**src/rtl/core/mgrv_pkg.sv**
```systemverilog
package mgrv_pkg;

    localparam int SAMPLE_W      = 16;
    localparam int GAIN_W        = 16;
    localparam int FRAC_W        = 12;
    localparam int MAG_W         = SAMPLE_W + 1;
    localparam int PROD_W        = 2 * MAG_W;
    localparam int SQ_W          = 2 * SAMPLE_W - 1;
    localparam int RAD_W         = 32;
    localparam int ROOT_W        = RAD_W / 2;
    localparam int LEVEL_SHIFT   = 3;
    localparam int CFG_IDX_W     = 8;
    localparam int MAX_FRAME_DEF = 1024;

    localparam logic [CFG_IDX_W-1:0] CFG_GAIN   = 8'd0;
    localparam logic [CFG_IDX_W-1:0] CFG_THRESH = 8'd1;
    localparam logic [CFG_IDX_W-1:0] CFG_MUTE   = 8'd2;

    localparam logic [GAIN_W-1:0]   GAIN_RST   = 16'd4096;
    localparam logic [SAMPLE_W-1:0] THRESH_RST = 16'd655;

    localparam logic [SAMPLE_W-1:0] POS_MAX = 16'd32767;
    localparam logic [SAMPLE_W-1:0] NEG_MAX = 16'd32768;

    typedef struct packed {
        logic start;
        logic busy;
        logic done;
    } t_iter_ctl;

endpackage

```
**src/rtl/core/mic_gain_rms_vad.sv**
```systemverilog
// ordinary sample: IDLE, GAIN, SAT, SQ, ACC, OUT; next request taken only once the result is registered
// last sample of a frame: ACC goes on to DSTART, DWAIT and SWAIT before OUT
// DWAIT runs the bit-serial restoring divider, SWAIT the 2-bit-per-cycle square root
// one multiplier serves the gain product (GAIN state) and the square (SQ state)
// synchronous active-low reset: gain 4096, threshold 655, unmuted, sums and flag cleared
module mic_gain_rms_vad #(
    parameter int MAX_FRAME = mgrv_pkg::MAX_FRAME_DEF
) (
    input  logic                              i_clk,
    input  logic                              i_rst_n,
    input  logic                              i_s_tvalid,
    output logic                              o_s_tready,
    input  logic [15:0]                       i_s_tdata,   // sample_in
    input  logic                              i_s_tlast,   // frame_last
    output logic                              o_m_tvalid,
    input  logic                              i_m_tready,
    // sample_out, level, rms_value, speaking, speaking_changed, zero pad
    output logic [55:0]                       o_m_tdata,
    output logic                              o_m_tuser,   // level_valid
    input  logic                              i_cfg_valid,
    output logic                              o_cfg_ready,
    input  logic [mgrv_pkg::CFG_IDX_W-1:0]    i_cfg_index,
    input  logic [15:0]                       i_cfg_data
);
    import mgrv_pkg::*;

    localparam int CW    = $clog2(MAX_FRAME + 1);
    localparam int SUM_W = SQ_W + CW - 1;

    localparam logic [3:0] S_IDLE   = 4'd0;
    localparam logic [3:0] S_GAIN   = 4'd1;
    localparam logic [3:0] S_SAT    = 4'd2;
    localparam logic [3:0] S_SQ     = 4'd3;
    localparam logic [3:0] S_ACC    = 4'd4;
    localparam logic [3:0] S_DSTART = 4'd5;
    localparam logic [3:0] S_DWAIT  = 4'd6;
    localparam logic [3:0] S_SWAIT  = 4'd7;
    localparam logic [3:0] S_OUT    = 4'd8;

    logic [3:0]          r_state;
    logic [3:0]          n_state;

    logic [GAIN_W-1:0]   r_gain;
    logic [SAMPLE_W-1:0] r_thresh;
    logic                r_muted;

    logic [SUM_W-1:0]    r_sum;
    logic [CW-1:0]       r_cnt;
    logic                r_spk_flag;

    logic                r_neg;
    logic                r_last;
    logic [MAG_W-1:0]    r_mag_in;
    logic [PROD_W-1:0]   r_prod;
    logic [SAMPLE_W-1:0] r_smag;
    logic [SAMPLE_W-1:0] r_sout;
    logic [ROOT_W-1:0]   r_rms;

    logic                r_out_valid;
    logic [SAMPLE_W-1:0] r_out_sample;
    logic                r_out_lv;
    logic [SAMPLE_W-1:0] r_out_level;
    logic [SAMPLE_W-1:0] r_out_rms;
    logic                r_out_spk;
    logic                r_out_chg;

    logic                s_accept;
    logic                out_free;
    logic [MAG_W-1:0]    mul_a;
    logic [MAG_W-1:0]    mul_b;
    logic [20:0]         mag;
    logic [SAMPLE_W-1:0] smag;
    logic [SUM_W-1:0]    n_sum;
    logic [CW-1:0]       n_cnt;
    logic                div_start;
    logic                div_busy;
    logic                div_done;
    logic [SUM_W-1:0]    quotient;
    t_iter_ctl           sq_ctl;
    logic [ROOT_W-1:0]   root;
    logic [ROOT_W-1:0]   rms_c;
    logic [SAMPLE_W-1:0] level_c;
    logic                spk_c;

    assign o_s_tready  = (r_state == S_IDLE);
    assign o_cfg_ready = 1'b1;
    assign s_accept    = i_s_tvalid && o_s_tready;
    assign out_free    = !r_out_valid || i_m_tready;

    always_ff @(posedge i_clk) begin
        if (!i_rst_n) begin
            r_gain   <= GAIN_RST;
            r_thresh <= THRESH_RST;
            r_muted  <= 1'b0;
        end else if (i_cfg_valid) begin
            case (i_cfg_index)
                CFG_GAIN:   r_gain   <= i_cfg_data;
                CFG_THRESH: r_thresh <= i_cfg_data;
                CFG_MUTE:   r_muted  <= i_cfg_data[0];
                default:    ;
            endcase
        end
    end

    // shared multiplier: gain product, then square
    assign mul_a = (r_state == S_GAIN) ? r_mag_in : {1'b0, r_smag};
    assign mul_b = (r_state == S_GAIN) ? {1'b0, r_gain} : {1'b0, r_smag};

    assign mag = r_prod[FRAC_W+20:FRAC_W];
    always_comb begin
        if (r_neg) begin
            smag = (mag > 21'(NEG_MAX)) ? NEG_MAX : mag[SAMPLE_W-1:0];
        end else begin
            smag = (mag > 21'(POS_MAX)) ? POS_MAX : mag[SAMPLE_W-1:0];
        end
    end

    always_comb begin
        n_sum = r_sum;
        n_cnt = r_cnt;
        if (r_cnt < CW'(MAX_FRAME)) begin
            n_sum = r_sum + SUM_W'(r_prod[SQ_W-1:0]);
            n_cnt = r_cnt + 1'b1;
        end
    end

    assign div_start = (r_state == S_DSTART);

    mgrv_div #(
        .DVD_W (SUM_W),
        .DVS_W (CW)
    ) u_div (
        .i_clk      (i_clk),
        .i_rst_n    (i_rst_n),
        .i_start    (div_start),
        .i_dividend (r_sum),
        .i_divisor  (r_cnt),
        .o_busy     (div_busy),
        .o_done     (div_done),
        .o_quotient (quotient)
    );

    mgrv_isqrt u_isqrt (
        .i_clk      (i_clk),
        .i_rst_n    (i_rst_n),
        .i_start    ((r_state == S_DWAIT) && div_done && !div_busy),
        .i_radicand (quotient[RAD_W-1:0]),
        .o_ctl      (sq_ctl),
        .o_root     (root)
    );

    assign rms_c   = (root > ROOT_W'(NEG_MAX)) ? ROOT_W'(NEG_MAX) : root;
    assign level_c = (r_rms[ROOT_W-1:ROOT_W-LEVEL_SHIFT] != '0) ? '1 :
                     {r_rms[ROOT_W-LEVEL_SHIFT-1:0], {LEVEL_SHIFT{1'b0}}};
    assign spk_c   = !r_muted && (r_rms > r_thresh);

    always_comb begin
        n_state = r_state;
        case (r_state)
            S_IDLE:   if (s_accept) n_state = S_GAIN;
            S_GAIN:   n_state = S_SAT;
            S_SAT:    n_state = S_SQ;
            S_SQ:     n_state = S_ACC;
            S_ACC: begin
                if (r_last && (n_cnt != '0)) n_state = S_DSTART;
                else n_state = S_OUT;
            end
            S_DSTART: n_state = S_DWAIT;
            S_DWAIT:  if (div_done) n_state = S_SWAIT;
            S_SWAIT:  if (sq_ctl.done && !sq_ctl.start) n_state = S_OUT;
            S_OUT:    if (out_free) n_state = S_IDLE;
            default:  n_state = S_IDLE;
        endcase
    end

    always_ff @(posedge i_clk) begin
        if (!i_rst_n) begin
            r_state     <= S_IDLE;
            r_sum       <= '0;
            r_cnt       <= '0;
            r_spk_flag  <= 1'b0;
            r_out_valid <= 1'b0;
        end else begin
            r_state <= n_state;
            if (r_state == S_ACC) begin
                r_sum <= n_sum;
                r_cnt <= n_cnt;
            end
            if ((r_state == S_DSTART) || ((r_state == S_OUT) && out_free && r_last)) begin
                r_sum <= '0;
                r_cnt <= '0;
            end
            if ((r_state == S_OUT) && out_free) begin
                r_out_valid <= 1'b1;
                if (r_last) r_spk_flag <= spk_c;
            end else if (i_m_tready) begin
                r_out_valid <= 1'b0;
            end
        end
    end

    always_ff @(posedge i_clk) begin
        if (s_accept) begin
            r_neg    <= i_s_tdata[SAMPLE_W-1];
            r_last   <= i_s_tlast;
            r_mag_in <= i_s_tdata[SAMPLE_W-1] ? (MAG_W'(1) << SAMPLE_W) - {1'b0, i_s_tdata}
                                              : {1'b0, i_s_tdata};
        end
        if ((r_state == S_GAIN) || (r_state == S_SQ)) begin
            r_prod <= mul_a * mul_b;
        end
        if (r_state == S_SAT) begin
            r_smag <= smag;
            r_sout <= r_neg ? (~smag + 1'b1) : smag;
        end
        if (r_state == S_ACC) begin
            r_rms <= '0;
        end else if ((r_state == S_SWAIT) && sq_ctl.done) begin
            r_rms <= rms_c;
        end
        if ((r_state == S_OUT) && out_free) begin
            r_out_sample <= r_sout;
            r_out_lv     <= r_last;
            r_out_level  <= r_last ? level_c : '0;
            r_out_rms    <= r_last ? r_rms : '0;
            r_out_spk    <= r_last && spk_c;
            r_out_chg    <= r_last && (spk_c != r_spk_flag);
        end
    end

    assign o_m_tvalid = r_out_valid;
    assign o_m_tuser  = r_out_lv;
    assign o_m_tdata  = {6'b0, r_out_chg, r_out_spk, r_out_rms, r_out_level, r_out_sample};
endmodule

```
**src/rtl/core/mgrv_div.sv**
```systemverilog
module mgrv_div #(
    parameter int DVD_W = 41,
    parameter int DVS_W = 11
) (
    input  logic             i_clk,
    input  logic             i_rst_n,
    input  logic             i_start,
    input  logic [DVD_W-1:0] i_dividend,
    input  logic [DVS_W-1:0] i_divisor,
    output logic             o_busy,
    output logic             o_done,
    output logic [DVD_W-1:0] o_quotient
);
    localparam int IT_W = $clog2(DVD_W + 1);

    logic [DVS_W-1:0] r_rem;
    logic [DVD_W-1:0] r_quo;
    logic [DVS_W-1:0] r_dvs;
    logic [IT_W-1:0]  r_it;
    logic             r_busy;
    logic             r_done;

    logic [DVS_W:0]   trial;
    logic [DVS_W:0]   diff;
    logic             ge;

    assign trial = {r_rem, r_quo[DVD_W-1]};
    assign diff  = trial - {1'b0, r_dvs};
    assign ge    = (trial >= {1'b0, r_dvs});

    always_ff @(posedge i_clk) begin
        if (!i_rst_n) begin
            r_busy <= 1'b0;
            r_done <= 1'b0;
            r_it   <= '0;
        end else begin
            r_done <= 1'b0;
            if (i_start) begin
                r_busy <= 1'b1;
                r_it   <= IT_W'(DVD_W);
            end else if (r_busy) begin
                r_it <= r_it - 1'b1;
                if (r_it == IT_W'(1)) begin
                    r_busy <= 1'b0;
                    r_done <= 1'b1;
                end
            end
        end
    end

    always_ff @(posedge i_clk) begin
        if (i_start) begin
            r_rem <= '0;
            r_quo <= i_dividend;
            r_dvs <= i_divisor;
        end else if (r_busy) begin
            r_rem <= ge ? diff[DVS_W-1:0] : trial[DVS_W-1:0];
            r_quo <= {r_quo[DVD_W-2:0], ge};
        end
    end

    assign o_busy     = r_busy;
    assign o_done     = r_done;
    assign o_quotient = r_quo;
endmodule

```
**src/rtl/core/mgrv_isqrt.sv**
```systemverilog
module mgrv_isqrt (
    input  logic                         i_clk,
    input  logic                         i_rst_n,
    input  logic                         i_start,
    input  logic [mgrv_pkg::RAD_W-1:0]   i_radicand,
    output mgrv_pkg::t_iter_ctl          o_ctl,
    output logic [mgrv_pkg::ROOT_W-1:0]  o_root
);
    import mgrv_pkg::*;

    localparam int IT_W = $clog2(ROOT_W + 1);

    logic [RAD_W-1:0]  r_rad;
    logic [ROOT_W+1:0] r_rem;
    logic [ROOT_W-1:0] r_root;
    logic [IT_W-1:0]   r_it;
    logic              r_busy;
    logic              r_done;

    logic [ROOT_W+1:0] trial;
    logic [ROOT_W+1:0] cand;
    logic [ROOT_W+1:0] diff;
    logic              ge;

    assign trial = {r_rem[ROOT_W-1:0], r_rad[RAD_W-1:RAD_W-2]};
    assign cand  = {r_root, 2'b01};
    assign diff  = trial - cand;
    assign ge    = (trial >= cand);

    always_ff @(posedge i_clk) begin
        if (!i_rst_n) begin
            r_busy <= 1'b0;
            r_done <= 1'b0;
            r_it   <= '0;
        end else begin
            r_done <= 1'b0;
            if (i_start) begin
                r_busy <= 1'b1;
                r_it   <= IT_W'(ROOT_W);
            end else if (r_busy) begin
                r_it <= r_it - 1'b1;
                if (r_it == IT_W'(1)) begin
                    r_busy <= 1'b0;
                    r_done <= 1'b1;
                end
            end
        end
    end

    always_ff @(posedge i_clk) begin
        if (i_start) begin
            r_rad  <= i_radicand;
            r_rem  <= '0;
            r_root <= '0;
        end else if (r_busy) begin
            r_rad  <= {r_rad[RAD_W-3:0], 2'b00};
            r_rem  <= ge ? diff : trial;
            r_root <= {r_root[ROOT_W-2:0], ge};
        end
    end

    assign o_ctl.start = i_start;
    assign o_ctl.busy  = r_busy;
    assign o_ctl.done  = r_done;
    assign o_root      = r_root;
endmodule

```
**config.mk**
```make
export PLATFORM = sky130hd
export DESIGN_NAME = mic_gain_rms_vad
export DESIGN_NICKNAME = d
export VERILOG_FILES = /design/src/rtl/core/mgrv_pkg.sv /design/src/rtl/core/mic_gain_rms_vad.sv /design/src/rtl/core/mgrv_div.sv /design/src/rtl/core/mgrv_isqrt.sv
export SDC_FILE = /design/constraint.sdc
export NUM_CORES = 1
export LEC_CHECK = 0
export BUFFER_PORTS_ARGS = -buffer_cell sky130_fd_sc_hd__clkbuf_2
export CAP_MARGIN = 0
export CORE_UTILIZATION = 39
export DETAILED_ROUTE_END_ITERATION = 8
export GPL_TIMING_DRIVEN = 1
export SLEW_MARGIN = 5
export SYNTH_ARGS = -nofsm -noshare
export SYNTH_HDL_FRONTEND = slang
export SYNTH_HIERARCHICAL = 1
export SYNTH_SLANG_ARGS = --single-unit
```
**constraint.sdc**
```tcl
create_clock -name i_clk -period 12.7 [get_ports i_clk]
set_clock_uncertainty 0.1 [all_clocks]
set_input_delay 0.635 -clock i_clk [delete_from_list [all_inputs] [get_ports i_clk]]
set_output_delay 0.635 -clock i_clk [all_outputs]
set_load 0.05 [all_outputs]
```
==> report_table.html <==
<table>
<tr><th>Metric</th><th>Value</th></tr>
<tr><th colspan="2">Outcome</th></tr>
<tr><td>Status</td><td>complete, no violations</td></tr>
<tr><th colspan="2">Finish</th></tr>
<tr><td>Fraction of final layout cells with drive strength greater than 1</td><td>0.106</td></tr>
<tr><td>Total inserted antenna cells</td><td>0</td></tr>
<tr><td>NumNets Final</td><td>about 3400</td></tr>
<tr><td>Signed area change from the synthesized netlist to the final layout</td><td>10.5%</td></tr>
<tr><td>Fin util</td><td>0.436</td></tr>
<tr><td>Top library cells by usage in the layout, fill and taps aside</td><td>396 x sky130_fd_sc_hd__nand2_1, 327 x sky130_fd_sc_hd__inv_1, 253 x sky130_fd_sc_hd__nor2_1, 216 x sky130_fd_sc_hd__edfxtp_1, 210 x sky130_fd_sc_hd__fa_1</td></tr>
<tr><td>Most common library cell in the layout ignoring fill and taps</td><td>sky130_fd_sc_hd__nand2_1</td></tr>
<tr><th colspan="2">Critical path</th></tr>
<tr><td>Kind of cell adding the most delay to the critical path</td><td>adder cells</td></tr>
<tr><td>Reg-to-reg slack, setup</td><td>4120 ps</td></tr>
<tr><td>Start of the worst register-to-register path</td><td>r_state[0]</td></tr>
<tr><td>Cells along the critical path</td><td>nor2b_1, nand2_1, buf_4, and2_1, a21oi_1, nor2_1, fa_1, inv_1, fa_1, fa_1, inv_1, ha_1, fa_1, inv_1, fa_1, inv_1, ha_1, a2111oi_0, a211oi_1, nor3_1, o41ai_1, a31o_2, a21oi_1, xnor2_1</td></tr>
<tr><td>Max FO, Critical Path</td><td>27</td></tr>
<tr><td>Endpoint of the worst register-to-register path</td><td>r_prod[31]</td></tr>
<tr><td>Required @ worst endpoint</td><td>12920 ps</td></tr>
<tr><td>Depth of the worst register-to-register path</td><td>24</td></tr>
<tr><td>Combined buffer and inverter count along the critical path</td><td>5</td></tr>
<tr><td>Cell occurring most often along the worst timing path</td><td>sky130_fd_sc_hd__fa_1</td></tr>
<tr><td>Crit start category</td><td>flop</td></tr>
<tr><td>Setup Crit Path Kind</td><td>reg -&gt; reg</td></tr>
<tr><td>CP Data Arrival Time</td><td>slightly below 9000 ps</td></tr>
<tr><td>CP peak stage delay</td><td>between 800 and 900 ps</td></tr>
<tr><td>Type of element capturing the critical path</td><td>flop</td></tr>
<tr><td>CP max stage cell</td><td>sky130_fd_sc_hd__a21oi_1</td></tr>
<tr><th colspan="2">Floorplanning</th></tr>
<tr><td>Initial Utilization</td><td>0.395</td></tr>
<tr><td>X dimension of the die</td><td>about 270 µm</td></tr>
<tr><td>Number of cell rows</td><td>98</td></tr>
<tr><td>Height of the chip</td><td>~270 µm</td></tr>
<tr><td>Area of the die</td><td>approximately 74000 µm²</td></tr>
<tr><td>Total core area</td><td>between 70000 and 80000 µm²</td></tr>
<tr><td>Total I/O pin count</td><td>106</td></tr>
<tr><th colspan="2">Global route</th></tr>
<tr><td>Pin count of the biggest net entering global routing</td><td>66</td></tr>
<tr><td>Total routing usage reported by global routing</td><td>0.191</td></tr>
<tr><td>Initial antenna violation count</td><td>2</td></tr>
<tr><td>First-pass GRT wire length</td><td>112 mm</td></tr>
<tr><td>Via count of the first global-routing pass</td><td>just over 20000</td></tr>
<tr><td>Total global routing overflow</td><td>0</td></tr>
<tr><th colspan="2">Clock tree</th></tr>
<tr><td>Register clock-pin slew on the reported worst setup and hold paths</td><td>60 ps</td></tr>
<tr><td>Cts bufs inserted</td><td>44</td></tr>
<tr><td>Max clock buf depth</td><td>3</td></tr>
<tr><td>CTS Sinks</td><td>roughly 380</td></tr>
<tr><td>Setup bufs post-CTS</td><td>0</td></tr>
<tr><td>Total of cells resized after clock tree synthesis</td><td>0</td></tr>
<tr><td>Buffer type at the clock tree root</td><td>sky130_fd_sc_hd__clkbuf_16</td></tr>
<tr><td>Hold bufs inserted after CTS</td><td>0</td></tr>
<tr><td>Total number of H-tree levels</td><td>2</td></tr>
<tr><td>CTS tree</td><td>built</td></tr>
<tr><td>Worst skew pair latency</td><td>590 ps</td></tr>
<tr><th colspan="2">Timing</th></tr>
<tr><td>Final Max Slew Viols</td><td>0</td></tr>
<tr><td>Worst Tran Pin Value</td><td>about 1100 ps</td></tr>
<tr><td>Achievable Freq</td><td>117 MHz</td></tr>
<tr><td>Relative slew slack</td><td>0.237</td></tr>
<tr><td>Endpoints failing setup</td><td>0</td></tr>
<tr><td>Unrepaired setup endpoints after global routing</td><td>false</td></tr>
<tr><td>Crit share post-route</td><td>0.676</td></tr>
<tr><td>Number of hold violations in the final report</td><td>0</td></tr>
<tr><td>Worst Setup Slack, final</td><td>4120 ps</td></tr>
<tr><td>Minimum clock period</td><td>8580 ps</td></tr>
<tr><td>Post-Route Setup TNS</td><td>0 ps</td></tr>
<tr><th colspan="2">Placement</th></tr>
<tr><td>Dpl hpwl</td><td>approximately 54 mm</td></tr>
<tr><td>Weighted congestion reported at the end of routability-driven placement</td><td>about 0.92</td></tr>
<tr><td>Setup Slack @ Placement</td><td>about 4300 ps</td></tr>
<tr><td>IO Port Bufs</td><td>slightly below 100</td></tr>
<tr><th colspan="2">Hold path</th></tr>
<tr><td>Hold worst-path end</td><td>r_last</td></tr>
<tr><td>Start point of the worst hold path</td><td>i_s_tlast</td></tr>
<tr><td>Instance count along the most critical hold path</td><td>1</td></tr>
<tr><td>Tightest Hold Check Type</td><td>in -&gt; reg</td></tr>
<tr><th colspan="2">Synthesis</th></tr>
<tr><td>Area of the mapped netlist</td><td>28300 µm²</td></tr>
<tr><td>Avg Cell Area, Syn</td><td>~9.6 µm²</td></tr>
<tr><td>Synthesis warning total</td><td>6</td></tr>
<tr><td>Number of cells produced by synthesis</td><td>between 2000 and 3000</td></tr>
<tr><th colspan="2">Detailed routing</th></tr>
<tr><td>Iter 0 DRT Violations</td><td>between 1000 and 1500</td></tr>
<tr><td>Post-DR wirelength/cell</td><td>about 18 µm</td></tr>
<tr><td>Number of nets still failing antenna checks after routing</td><td>0</td></tr>
<tr><td>Vias</td><td>20900</td></tr>
<tr><td>Vias per cell</td><td>roughly 5.2</td></tr>
<tr><td>Drc violations</td><td>0</td></tr>
<tr><td>Number of detailed-routing iterations run before antenna repair</td><td>5</td></tr>
<tr><td>Aggregate routed wire length</td><td>between 70 and 80 mm</td></tr>
<tr><th colspan="2">Flow run</th></tr>
<tr><td>Max-cap violations</td><td>0</td></tr>
</table>
-- per-layer routing --
layer  vias to the layer above  track usage  part of all wire
met3                       142       0.0272             0.053
met5                         -            0          0.000085
li1                      10100            -                 -
met1                     10100        0.262              0.45
met4                         2       0.0690             0.035
met2                       514        0.306              0.46
-- flip-flops by register name, summed over array words and instances, names as in the netlist, 4 cells and up --
name and flops:
u_isqrt/o_root 16, r_cnt 11, u_div/o_quotient 41, r_sout 15
u_div/r_dvs 11, u_isqrt/r_rad 32, r_mag_in 17, r_rms 16
r_out_sample 16, u_div/r_it 6, u_isqrt/r_it 5, r_out_rms 16
r_smag 16, r_out_level 14, r_gain 16, u_isqrt/r_rem 16
r_state 4, r_prod 33, u_div/r_rem 11, r_thresh 16
r_sum 41
-- worst max-delay path by stage --
stage | from | slack (ps) | depth (start not counted) | to
global placement | r_state[0] | 4410 | 24 | r_prod[31]
CTS | r_state[0] | 4300 | 24 | r_prod[31]
finish | r_state[0] | 4120 | 24 | r_prod[31]
floorplan | r_state[0] | 5480 | 28 | r_prod[31]
global route | r_state[0] | 3710 | 24 | r_prod[31]
detailed placement | r_state[0] | 4310 | 24 | r_prod[31]
-- final cells by class --
cell class	count	area [µm²]
clock buffers	56	1240
repair buffers	126	701
flip-flops and latches	381	9790
well taps	950	1190
clock inverters	26	304
inverters	330	1240
multi-input cells	2122	16800
fillers	6985	40400
-- worst register-to-register path: cells and delay by family (launching register included) --
kind	cells	cell delay (ps)
buffers and inverters	5	430
AOI/OAI and AO/OA	6	2550
and+or+nand+nor	5	1220
DFF	1	610
xor gates and xnor gates	1	80
adders and majority gates	7	3340
-- through the flow --
stage | std cells | hold slack [ps] | instance area, µm²
after floorplan | 2953 | 300 | 28300
after global placement | 3909 | 306 | 29700
after detailed placement | 3909 | 310 | 29700
after CTS | 3991 | 101 | 31200
after global routing | 3991 | 126 | 31200
final | 3991 | 141 | 31200
Power is not shown: default switching activity piles up to over one toggle a cycle in this logic, so the estimate is an artifact.
